`src/sv/lcmwc_ram.sv`:
```
// Generic single-port synchronous RAM with registered read.
// No dependencies.
`default_nettype none

module lcmwc_ram #(
    parameter int WIDTH = 8,
    parameter int DEPTH = 16
) (
    input  wire                                       i_clk,
    input  wire                                       i_we,
    input  wire [((DEPTH > 1) ? $clog2(DEPTH) : 1)-1:0] i_addr,
    input  wire [WIDTH-1:0]                           i_wdata,
    output logic [WIDTH-1:0]                          o_rdata
);

    logic [WIDTH-1:0] r_mem [DEPTH];

    always_ff @(posedge i_clk) begin
        if (i_we) begin
            r_mem[i_addr] <= i_wdata;
        end
        o_rdata <= r_mem[i_addr];
    end

endmodule

`default_nettype wire

```
`config.mk`:
```
export PLATFORM = sky130hd
export DESIGN_NAME = lcmwc_ram
export DESIGN_NICKNAME = d
export VERILOG_FILES = /design/src/sv/lcmwc_ram.sv
export SDC_FILE = /design/constraint.sdc
export NUM_CORES = 1
export LEC_CHECK = 0
export ABC_AREA = 1
export BUFFER_PORTS_ARGS = -buffer_cell sky130_fd_sc_hd__buf_4
export CAP_MARGIN = 25
export CORE_MARGIN = 2
export CORE_UTILIZATION = 65
export CTS_CLUSTER_DIAMETER = 50
export DETAILED_ROUTE_END_ITERATION = 7
export GPL_ROUTABILITY_DRIVEN = 0
export PLACE_DENSITY = 0.88
export SETUP_SLACK_MARGIN = 0.02
export SLEW_MARGIN = 20
export SYNTH_ARGS = -nofsm -noshare
export SYNTH_HDL_FRONTEND = slang
export SYNTH_SLANG_ARGS = --single-unit
```
`constraint.sdc`:
```
create_clock -name i_clk -period 4.7 [get_ports i_clk]
set_input_delay 0.94 -clock i_clk [delete_from_list [all_inputs] [get_ports i_clk]]
set_output_delay 0.94 -clock i_clk [all_outputs]
set_load 0.01 [all_outputs]
```
[Word-level counts from Yosys, hierarchy flattened]
Memory sizes are Yosys's and may differ from the RTL's. A register that Yosys moved wholly into a read port is not among the register bits.
Cells that the tools add are included.
Word-level totals
  logic and storage cells: 3
  memories: 1
  output and inout bits: 8
  bits in writable memories: 128
  register bits after elaboration: 0
  input bits: 14
Memories
  r_mem: depth 16, bits a word 8, rd ports 1, clocked after memory_dff 1, write ports 1, line 16  | logic [WIDTH-1:0] r_mem [DEPTH];
Operators by class
  mux-type cells: 2
Operator list (count)
  $mux W1: 2

[Logic depth before layout (Yosys ltp)]
Gate-level depths: netlist of run 1.
  word-level depth: 2
  gate-level depth with buffers: 11
  mapped depth without buffers: 9

[Worst setup path after synthesis of run 1]
OpenSTA, ideal clock, no wires.
  kind: input port to flip-flop
  start: input port i_addr[1] in the netlist's numbering
  end: memory r_mem[3][0] (enable)
  stages on the path: 4
  buffers on the path: 2
  required time: 4.330 ns
  path slack: 2.383 ns
  setup time: 0.370 ns
  arrival: 1.947 ns
  cells stage by stage: buf_2 clkbuf_1 nand3_1 nor2_1
RTL lines
  start: declaration: line 11  | input wire [((DEPTH > 1) ? $clog2(DEPTH) : 1)-1:0] i_addr,
  end: declaration: line 16
No word-level cell before the write port.

[Final worst setup path of run 1]
  start: input port i_addr[1] in the netlist's numbering
  end: memory r_mem[5][0] (enable)
No word-level cell before the write port.

==> metrics.txt, run 1 <==
syn_nets=562; Synth warnings=0; Worst Max-Slew Pin Slew=0.809 ns; cell taking the most area after synthesis=edfxtp_1; initial antenna violation count=0; CP peak stage delay=0.74 ns; Root Driver=clkbuf_8; Initial DRC Count=424; NetSw=0.628 mW; top-area cell type share of the netlist area=68.7%; die area=0.00936 mm^2; Mapped Cells=548; Hold Vio Cnt, Final=0; final total power=2.79 mW; DRC violations left=0; CP cell instances=buf_4, clkinv_1, nand3_1, nor2_1; Critical Path Sink Type=flip-flop; CP Data Arrival Time=2.80 ns; Logic pwr share=6.0%; drt first pass iters=5; final worst-path cycle share=54.7%; Initial Util=67.4%; synthesized cell area=0.00559 mm^2; Max-slew headroom=45.7%; CTS resizes=0; global-route wire length before repair=19.1 mm; RSZ-0062 raised after global routing=no; CP required=4.92 ns; Reg power frac=48.9%; FILL cells=489; min Tclk post-route=2.57 ns; Mapped Avg Cell Area=10.2 um^2; CTS sink count=136; # setup viols final=0; Startpoint Class=primary input; Die Span Y=96.8 um; core box area=0.00830 mm^2; main area contributors after synthesis=edfxtp_1, nand2_1, dfxtp_1, inv_1, nor2_1; maximum VDD drop=0.375 mV; Max Cap Violations=0; #FFs+latches synth=136; Post-DRT Antenna Nets=0; port bufs=21; DIE WIDTH=96.8 um; post-detailed-route wirelength per cell=17.5 um; CTS Buf Count=17; post-detail-place hpwl=7.13 mm; CP Max Fanout=35; row count=33; CP Class=primary input to flip-flop; Final Util=76.4%; CP max stage cell=clkinv_1; vias in the first global route=3,812; Leak=2.72 nW; pwr/cell area=440 mW/mm^2; synth unique cells=11; Tot GR Track Use=27.7%; final layout net count=582; CTS H-tree depth=4; clock share of power=45.0%; I/O Pins=22; TritonCTS clock tree=yes; run status=finished clean; largest net degree at the start of global routing=68; ant diodes=0; Vias per Instance=5.54; Overflow after GRT=0; clock insertion delay at the later pin of the skew report=0.52 ns; FMAX=0.389 GHz; clock buffer depth=2; switching fraction of total power=22.6%; Internal=2.16 mW; Final Skew=0.00533 ns; clk slew on worst S/H paths=0.06 ns; Post-CTS Setup Bufs=0; hold_buf cts=0; Final Max Slew Viols=0; Setup TNS Final=0 ns; HP Class=flip-flop to flip-flop; leading cell types in the layout, fill and taps excluded=nand2_1, edfxtp_1, buf_4, inv_1, nor2_1; routed via count=3,803; Area Overhead vs Synth=13.4%; leading cell type in the layout, fill and taps excluded=nand2_1; fraction of layout cells with a size suffix above 1=9.12%; Post-Route WL=12.0 mm; Seq/Total Area, Yosys=71.6%
[sequential cells by signal, summed over array words and instances (netlist names)]
signal,cells
r_mem,128
o_rdata,8
[area by class of cell]
| type | instances | area [um^2] | area share (%) |
|---|---|---|---|
| sequential | 136 | 4000 | 63.2 |
| tap | 105 | 131 | 2.07 |
| inverter | 23 | 86.3 | 1.36 |
| clock inverter | 15 | 153 | 2.41 |
| clock buffer | 17 | 414 | 6.53 |
| multi-input combinational | 368 | 1390 | 21.9 |
| timing repair buffer | 22 | 165 | 2.61 |
[final timing paths]
path                                   from           to  slack, ns  cells after the start
worst max-delay path              i_addr[1]  r_mem[5][0]       2.13                      4
worst min-delay path            r_mem[9][2]   o_rdata[2]       0.76                      8
worst max register to register  r_mem[1][5]   o_rdata[5]       3.62                      8
worst min register to register  r_mem[9][2]   o_rdata[2]       0.76                      8
[cells by family after synthesis]
group,synth area share [%]
flip-flops,71.6
AND/OR/NAND/NOR,24.8
buffers and inverters,3.62
[worst max-delay path: cells and delay by family]
kind                   cells  cell delay (ns)
buffers and inverters      2             1.05
AND/OR/NAND/NOR            2             0.79
[per-stage QoR]
step | worst slack, ns | std cells | area [um^2] | hold slack (ns)
floorplan | 2.38 | 548 | 5590 | 0.643
global placement | 1.73 | 654 | 5770 | 0.716
detailed placement | 1.68 | 654 | 5770 | 0.729
CTS | 2.21 | 686 | 6340 | 0.749
global route | 1.97 | 686 | 6340 | 0.754
finish | 2.13 | 686 | 6340 | 0.761
[routing by layer]
layer	share of wire (%)	wire length (um)	global-route usage, %
met1	36	4390	35.5
met2	50	6000	44.7
met3	10	1220	7.15
met4	3.6	430	13.1
met5	0	0	0
[cell usage after synthesis]
master and instances:
buf_4 6, dfxtp_1 8, inv_2 1, clkbuf_1 3
nand2_1 346, buf_2 12, nand3_1 4, inv_1 21
edfxtp_1 128, nor2_1 18, clkinv_1 1
[power by group through the flow]
stage / Combinational (mW) / Clock, mW / Sequential [mW]
6_report: 0.169 / 1.25 / 1.36
5_1_grt: 0.186 / 1.32 / 1.37
4_1_cts: 0.166 / 1.26 / 1.36
3_5_place_dp: 0.163 / 0 / 1.39
3_3_place_gp: 0.158 / 0 / 1.39
2_1_floorplan: 0.0935 / 0 / 1.39
No activity file was read; power rests on OpenSTA's default activity.
==> run 2: changes to the inputs <==
--- a/config.mk
+++ b/config.mk
@@ -9,11 +9,11 @@
 export BUFFER_PORTS_ARGS = -buffer_cell sky130_fd_sc_hd__buf_4
 export CAP_MARGIN = 25
 export CORE_MARGIN = 2
-export CORE_UTILIZATION = 65
+export CORE_UTILIZATION = 55
 export CTS_CLUSTER_DIAMETER = 50
 export DETAILED_ROUTE_END_ITERATION = 7
 export GPL_ROUTABILITY_DRIVEN = 0
-export PLACE_DENSITY = 0.88
+export PLACE_DENSITY = 0.8
 export SETUP_SLACK_MARGIN = 0.02
 export SLEW_MARGIN = 20
 export SYNTH_ARGS = -nofsm -noshare
==> constraint.sdc (replaced) <==
create_clock -name i_clk -period 2.08 [get_ports i_clk]
set_input_delay 0.416 -clock i_clk [delete_from_list [all_inputs] [get_ports i_clk]]
set_output_delay 0.416 -clock i_clk [all_outputs]
set_load 0.01 [all_outputs]
==> run 2 against run 1 <==
Compared with the run above:
- count of clock-buffer cells in the layout increased by 6
- final cell count is 7.3% higher
- critical path type is now flip-flop to primary output
- sequential share of layout area fell by 2.1 points
- utilization decreased by 9.6 points
- largest cell class unchanged
==> metrics.txt, run 2 (same netlist as run 1, synthesis figures left out) <==
Post-CTS Setup Bufs=0; Buffers & Inverters on Critical Path=1; die area=0.0110 mm^2; DRC violations left=0; Vias per Instance=5.31; row count=36; final layout net count=604; Final Skew=0.00660 ns; CP Class=flip-flop to primary output; port bufs=21; drt first pass iters=5; global-route wire length before repair=20.2 mm; Top Registers=r_mem: 128 flops, o_rdata: 8 flops; most flop-heavy register=r_mem; clock insertion delay at the later pin of the skew report=0.54 ns; ant diodes=0; Largest delay share family, worst path=flip-flops; CP cell instances=buf_4; CP peak stage delay=0.38 ns; Setup TNS Final=0 ns; highest metal used=met4; clock buffer depth=2; CP max stage cell=dfxtp_1; maximum VDD drop=0.648 mV; Root Driver=clkbuf_8; CP Data Arrival Time=1.06 ns; CTS Buf Count=17; # setup viols final=0; I/O Pins=22; Worst Max-Slew Pin Slew=0.517 ns; clk slew on worst S/H paths=0.06 ns; pwr/cell area=975 mW/mm^2; fraction of layout cells with a size suffix above 1=12.1%; Final Util=66.8%; Max-slew headroom=65.5%; run status=finished clean; Max Cap Violations=0; vias in the first global route=3,893; CTS resizes=0; DIE WIDTH=105 um; Initial Util=57.0%; Reg-to-Reg Start=r_mem[1][7]; largest net degree at the start of global routing=49; post-detailed-route wirelength per cell=17.2 um; leading cell type in the layout, fill and taps excluded=nand2_1; Initial DRC Count=425; Post-DRT Antenna Nets=0; Die Span Y=105 um; dpl cell area=0.00597 mm^2; Final Max Slew Viols=0; routed via count=3,908; Leak=2.84 nW; CP startpoint=o_rdata[4]; Critical Path Sink Type=primary output; met1 WL=5.02 mm; core box area=0.00982 mm^2; DR WL met3=995 um; reg2reg path depth=8; met2 routed WL=6.10 mm; Hold Vio Cnt, Final=0; min Tclk post-route=1.48 ns; CP required=1.66 ns; CTS H-tree depth=4; HP Class=primary input to flip-flop; post-detail-place hpwl=7.58 mm; initial antenna violation count=0; hold_buf cts=0; Worst Min Path Start=i_wdata[6]; Hold Crit Depth=1; Tot GR Track Use=24.9%; final total power=6.40 mW; final worst-path cycle share=71.0%; Overflow after GRT=0; Worst path depth=1; TritonCTS clock tree=yes; Post-Route WL=12.6 mm; RSZ-0062 raised after global routing=no; Area Overhead vs Synth=17.3%; cell area after layout=0.00656 mm^2; max reg flops=128; leading cell types in the layout, fill and taps excluded=nand2_1, edfxtp_1, buf_4, inv_1, nor2_1; FMAX=0.677 GHz; CP Max Fanout=1; CTS sink count=136; Startpoint Class=flip-flop
-- run 2: cell count changes in the layout (fill, tap and decap cells not counted) --
cell and delta:
buf_4 +22, clkbuf_16 +1, clkinv_2 -2, clkinv_4 +1
clkinv_1 -2, inv_6 -3, clkbuf_8 +1, clkbuf_1 +4
-- run 2: per-stage QoR --
step / setup WS [ns] / instances / hold WS, ns
after detailed placement: 0.252 / 704 / 0.692
final: 0.603 / 736 / 0.220
after global placement: 0.328 / 704 / 0.684
after CTS: 0.588 / 736 / 0.216
after floorplan: 0.287 / 548 / 0.515
after global routing: 0.580 / 736 / 0.221
-- run 2: path summary, 6_finish.rpt --
| kind | to | slack (ns) |
|---|---|---|
| max | o_rdata[4] | 0.60 |
| min reg2reg | o_rdata[6] | 0.72 |
| min | r_mem[4][6] | 0.22 |
| max reg2reg | o_rdata[7] | 0.99 |
-- run 2: metal layers --
layer	track usage, %	vias to the layer above
met5	0	-
met1	32.3	1841
li1	-	1836
met2	38.5	191
met3	6.49	40
met4	13.3	0
-- run 2: cell type report --
class                   instances  area [um^2]
clock buffers                  23          468
flip-flops and latches        136         4000
inverters                      23         86.3
well taps                     133          166
fillers                       723         3260
multi-input cells             368         1390
clock inverters                 9          118
repair buffers                 44          330
-- run 2: worst register-to-register path, cell delays in order, from the launching register on --
cell and delay, ns:
edfxtp_1 0.38, nand2_1 0.08, nand2_1 0.05, nand2_1 0.07
nand2_1 0.07, nand2_1 0.08, nand2_1 0.07, inv_1 0.10
nand2_1 0.07
-- run 2: report_power, final --
part,switching [mW],total [mW],internal (mW)
Sequential,0.0214,3.09,3.06
Combinational,0.274,0.395,0.121
Clock,1.10,2.92,1.82
Total,1.40,6.40,5.00
==> run 3: changes to the inputs <==
--- a/config.mk
+++ b/config.mk
@@ -5,15 +5,15 @@
 export SDC_FILE = /design/constraint.sdc
 export NUM_CORES = 1
 export LEC_CHECK = 0
-export ABC_AREA = 1
+export ABC_AREA = 0
 export BUFFER_PORTS_ARGS = -buffer_cell sky130_fd_sc_hd__buf_4
 export CAP_MARGIN = 25
 export CORE_MARGIN = 2
-export CORE_UTILIZATION = 55
+export CORE_UTILIZATION = 60
 export CTS_CLUSTER_DIAMETER = 50
 export DETAILED_ROUTE_END_ITERATION = 7
 export GPL_ROUTABILITY_DRIVEN = 0
-export PLACE_DENSITY = 0.8
+export PLACE_DENSITY = 0.83
 export SETUP_SLACK_MARGIN = 0.02
 export SLEW_MARGIN = 20
 export SYNTH_ARGS = -nofsm -noshare
==> constraint.sdc (replaced) <==
create_clock -name i_clk -period 1.36 [get_ports i_clk]
set_input_delay 0.272 -clock i_clk [delete_from_list [all_inputs] [get_ports i_clk]]
set_output_delay 0.272 -clock i_clk [all_outputs]
set_load 0.01 [all_outputs]
==> run 3 against run 2 <==
Compared with the run above:
- count of clock-buffer cells in the layout is 3 lower
- register-to-register slack worse by 0.95 ns
- sequential power increased by 53%
- area after synthesis shrank 9.4%
- clock power is 49% higher
- global-route usage is 1.0 points higher
- utilization rose by 12 points
- worst setup slack got worse by 0.56 ns
- sequential share of layout area grew 0.93 points
- wire length shrank 16%
- final area is 1.5% lower
- critical path type is now flip-flop to flip-flop
- hold slack got worse by 0.17 ns
==> metrics.txt, run 3 <==
Post-DRT Antenna Nets=0; Top Registers=r_mem: 128 flops, o_rdata: 8 flops; hold_buf cts=0; top cells by count, synth=edfxtp_1, mux4_2, a22oi_1, nor2_1, nand2_1; CP required=1.76 ns; fraction of layout cells with a size suffix above 1=46.9%; I/O Pins=22; hold path endpoint=r_mem[0][6]; global-route wire length before repair=15.7 mm; reg2reg end=o_rdata[2]; Max-slew headroom=37.4%; CTS sink count=136; Buffers & Inverters on Critical Path=0; FMAX=0.760 GHz; clock insertion delay at the later pin of the skew report=0.51 ns; final worst-path cycle share=96.7%; dpl cell area=0.00587 mm^2; syn_nets=244; # setup viols final=0; clk slew on worst S/H paths=0.06 ns; Reg power frac=49.0%; Final Max Slew Viols=0; Tot GR Track Use=25.9%; Final Util=78.7%; row count=33; Post-synth EDFFs=128; Overflow after GRT=0; top-area cell type share of the netlist area=75.9%; synthesized cell area=0.00507 mm^2; clock buffer depth=2; Worst Min Path Start=i_wdata[6]; Max Cap Violations=0; Worst Max-Slew Pin Slew=0.938 ns; cell area after layout=0.00646 mm^2; Vias per Instance=6.18; Reg-to-Reg Start=r_mem[0][2]; TritonCTS clock tree=yes; post-detailed-route wirelength per cell=25.5 um; leading cell types in the layout, fill and taps excluded=edfxtp_1, buf_4, mux4_2, clkbuf_16; Initial Util=61.7%; most flop-heavy register=r_mem; vias in the first global route=2,674; reg2reg path depth=3; R2R Setup Slk=0.04 ns; NetSw=1.93 mW; switching fraction of total power=20.0%; clock share of power=44.9%; ys async rst share=0%; Startpoint Class=flip-flop; DRC violations left=0; leading cell type in the layout, fill and taps excluded=edfxtp_1; FILL cells=383; port bufs=21; DIE WIDTH=95.9 um; cell taking the most area after synthesis=edfxtp_1; CTS Buf Count=17; CP Data Arrival Time=1.72 ns; core box area=0.00822 mm^2; Post-Route WL=10.6 mm; #FFs+latches synth=136; CP cell instances=mux4_2, a22oi_2, nand2_1; Area Overhead vs Synth=27.5%; post-detail-place hpwl=6.51 mm; Hold Vio Cnt, Final=0; Mapped Avg Cell Area=22.0 um^2; Initial DRC Count=162; CP Max Fanout=1; initial antenna violation count=0; Die Span Y=95.9 um; main area contributors after synthesis=edfxtp_1, mux4_2, dfxtp_1, a22oi_1, nor2_1; CP max stage cell=mux4_2; ant diodes=0; Mapped Cells=230; Final Skew=0.00487 ns; final layout net count=312; min Tclk post-route=1.32 ns; CP Class=flip-flop to flip-flop; Main synth FF type=edfxtp_1; synth unique cells=18; Logic pwr share=6.1%; Internal=7.72 mW; most instantiated library cell after synthesis=edfxtp_1; drt first pass iters=4; Post-CTS Setup Bufs=0; Synth warnings=0; run status=finished clean; CTS H-tree depth=4; RSZ-0062 raised after global routing=yes; Root Driver=clkbuf_8; routed via count=2,559; Leak=2.17 nW; pwr/cell area=1490 mW/mm^2; Largest delay share family, worst path=multiplexers; maximum VDD drop=1.08 mV; Hold Crit Depth=1; die area=0.00920 mm^2; largest net degree at the start of global routing=17; Seq/Total Area, Yosys=79.0%; HP Class=primary input to flip-flop; max reg flops=128; CP peak stage delay=0.49 ns; Critical Path Sink Type=flip-flop
## run 3: power by group through the flow
stage	Combinational (mW)	Clock (mW)	Sequential, mW
2_1_floorplan	0.284	0	4.81
3_3_place_gp	0.557	0	4.80
3_5_place_dp	0.575	0	4.81
4_1_cts	0.586	4.38	4.73
5_1_grt	0.631	4.55	4.73
6_report	0.589	4.34	4.73
## run 3: metrics by stage
stage | TNS [ns] | total power, mW | setup slack, ns | std cells | hold slack, ns
floorplan | -1.41 | 5.09 | -0.0507 | 230 | 0.371
global placement | -19.19 | 5.36 | -0.287 | 384 | 0.571
detailed placement | -21.35 | 5.38 | -0.308 | 384 | 0.579
CTS | 0 | 9.69 | 0.0234 | 414 | 0.0327
global route | 0 | 9.91 | 0.0200 | 414 | 0.0531
finish | 0 | 9.65 | 0.0449 | 414 | 0.0522
## run 3: worst max path at each step
stage,startpoint,to,depth (start not counted)
final,r_mem[0][2],o_rdata[2],3
after global routing,r_mem[3][1],o_rdata[1],3
after CTS,r_mem[3][4],o_rdata[4],3
after detailed placement,i_addr[2],o_rdata[7],5
after global placement,i_addr[0],o_rdata[2],5
after floorplan,i_addr[2],r_mem[8][0],2
## run 3: layout make-up
type	instances	area, um^2	share of cell area [%]
Clock buffer	20	425	6.58
Clock inverter	10	130	2.01
Multi-Input combinational cell	83	1170	18.1
Sequential cell	136	4010	62.0
Tap cell	105	131	2.03
Timing Repair Buffer	60	601	9.29
## run 3: repair_timing
item / CTS / global route
setup endpoints to repair: 4 / 5
gates resized for setup: 4 / 4
pin swaps: 1 / 2
## run 3: per-layer routing
layer	global-route usage, %	vias to the layer above	routed length (um)
li1	-	1104	-
met1	34.5	1349	4410
met2	40.9	92	5520
met3	7.28	14	463
met4	10.8	0	172
met5	0	-	0
## run 3: kinds of logic (layout without fill, tap and decap cells)
kind of cell | Yosys count | after routing | synth area share (%)
AO/OA/AOI/OAI | 16 | 16 | 2.37
buffers and inverters | 11 | 90 | 1.19
flip-flops | 136 | 136 | 79.0
multiplexers | 32 | 32 | 14.2
AND/OR/NAND/NOR | 35 | 35 | 3.21
## run 3: worst reg2reg max path, cell delays in order, from the launching register on
cell      delay [ns]
edfxtp_1        0.38
mux4_2          0.49
a22oi_2         0.25
nand2_1         0.08
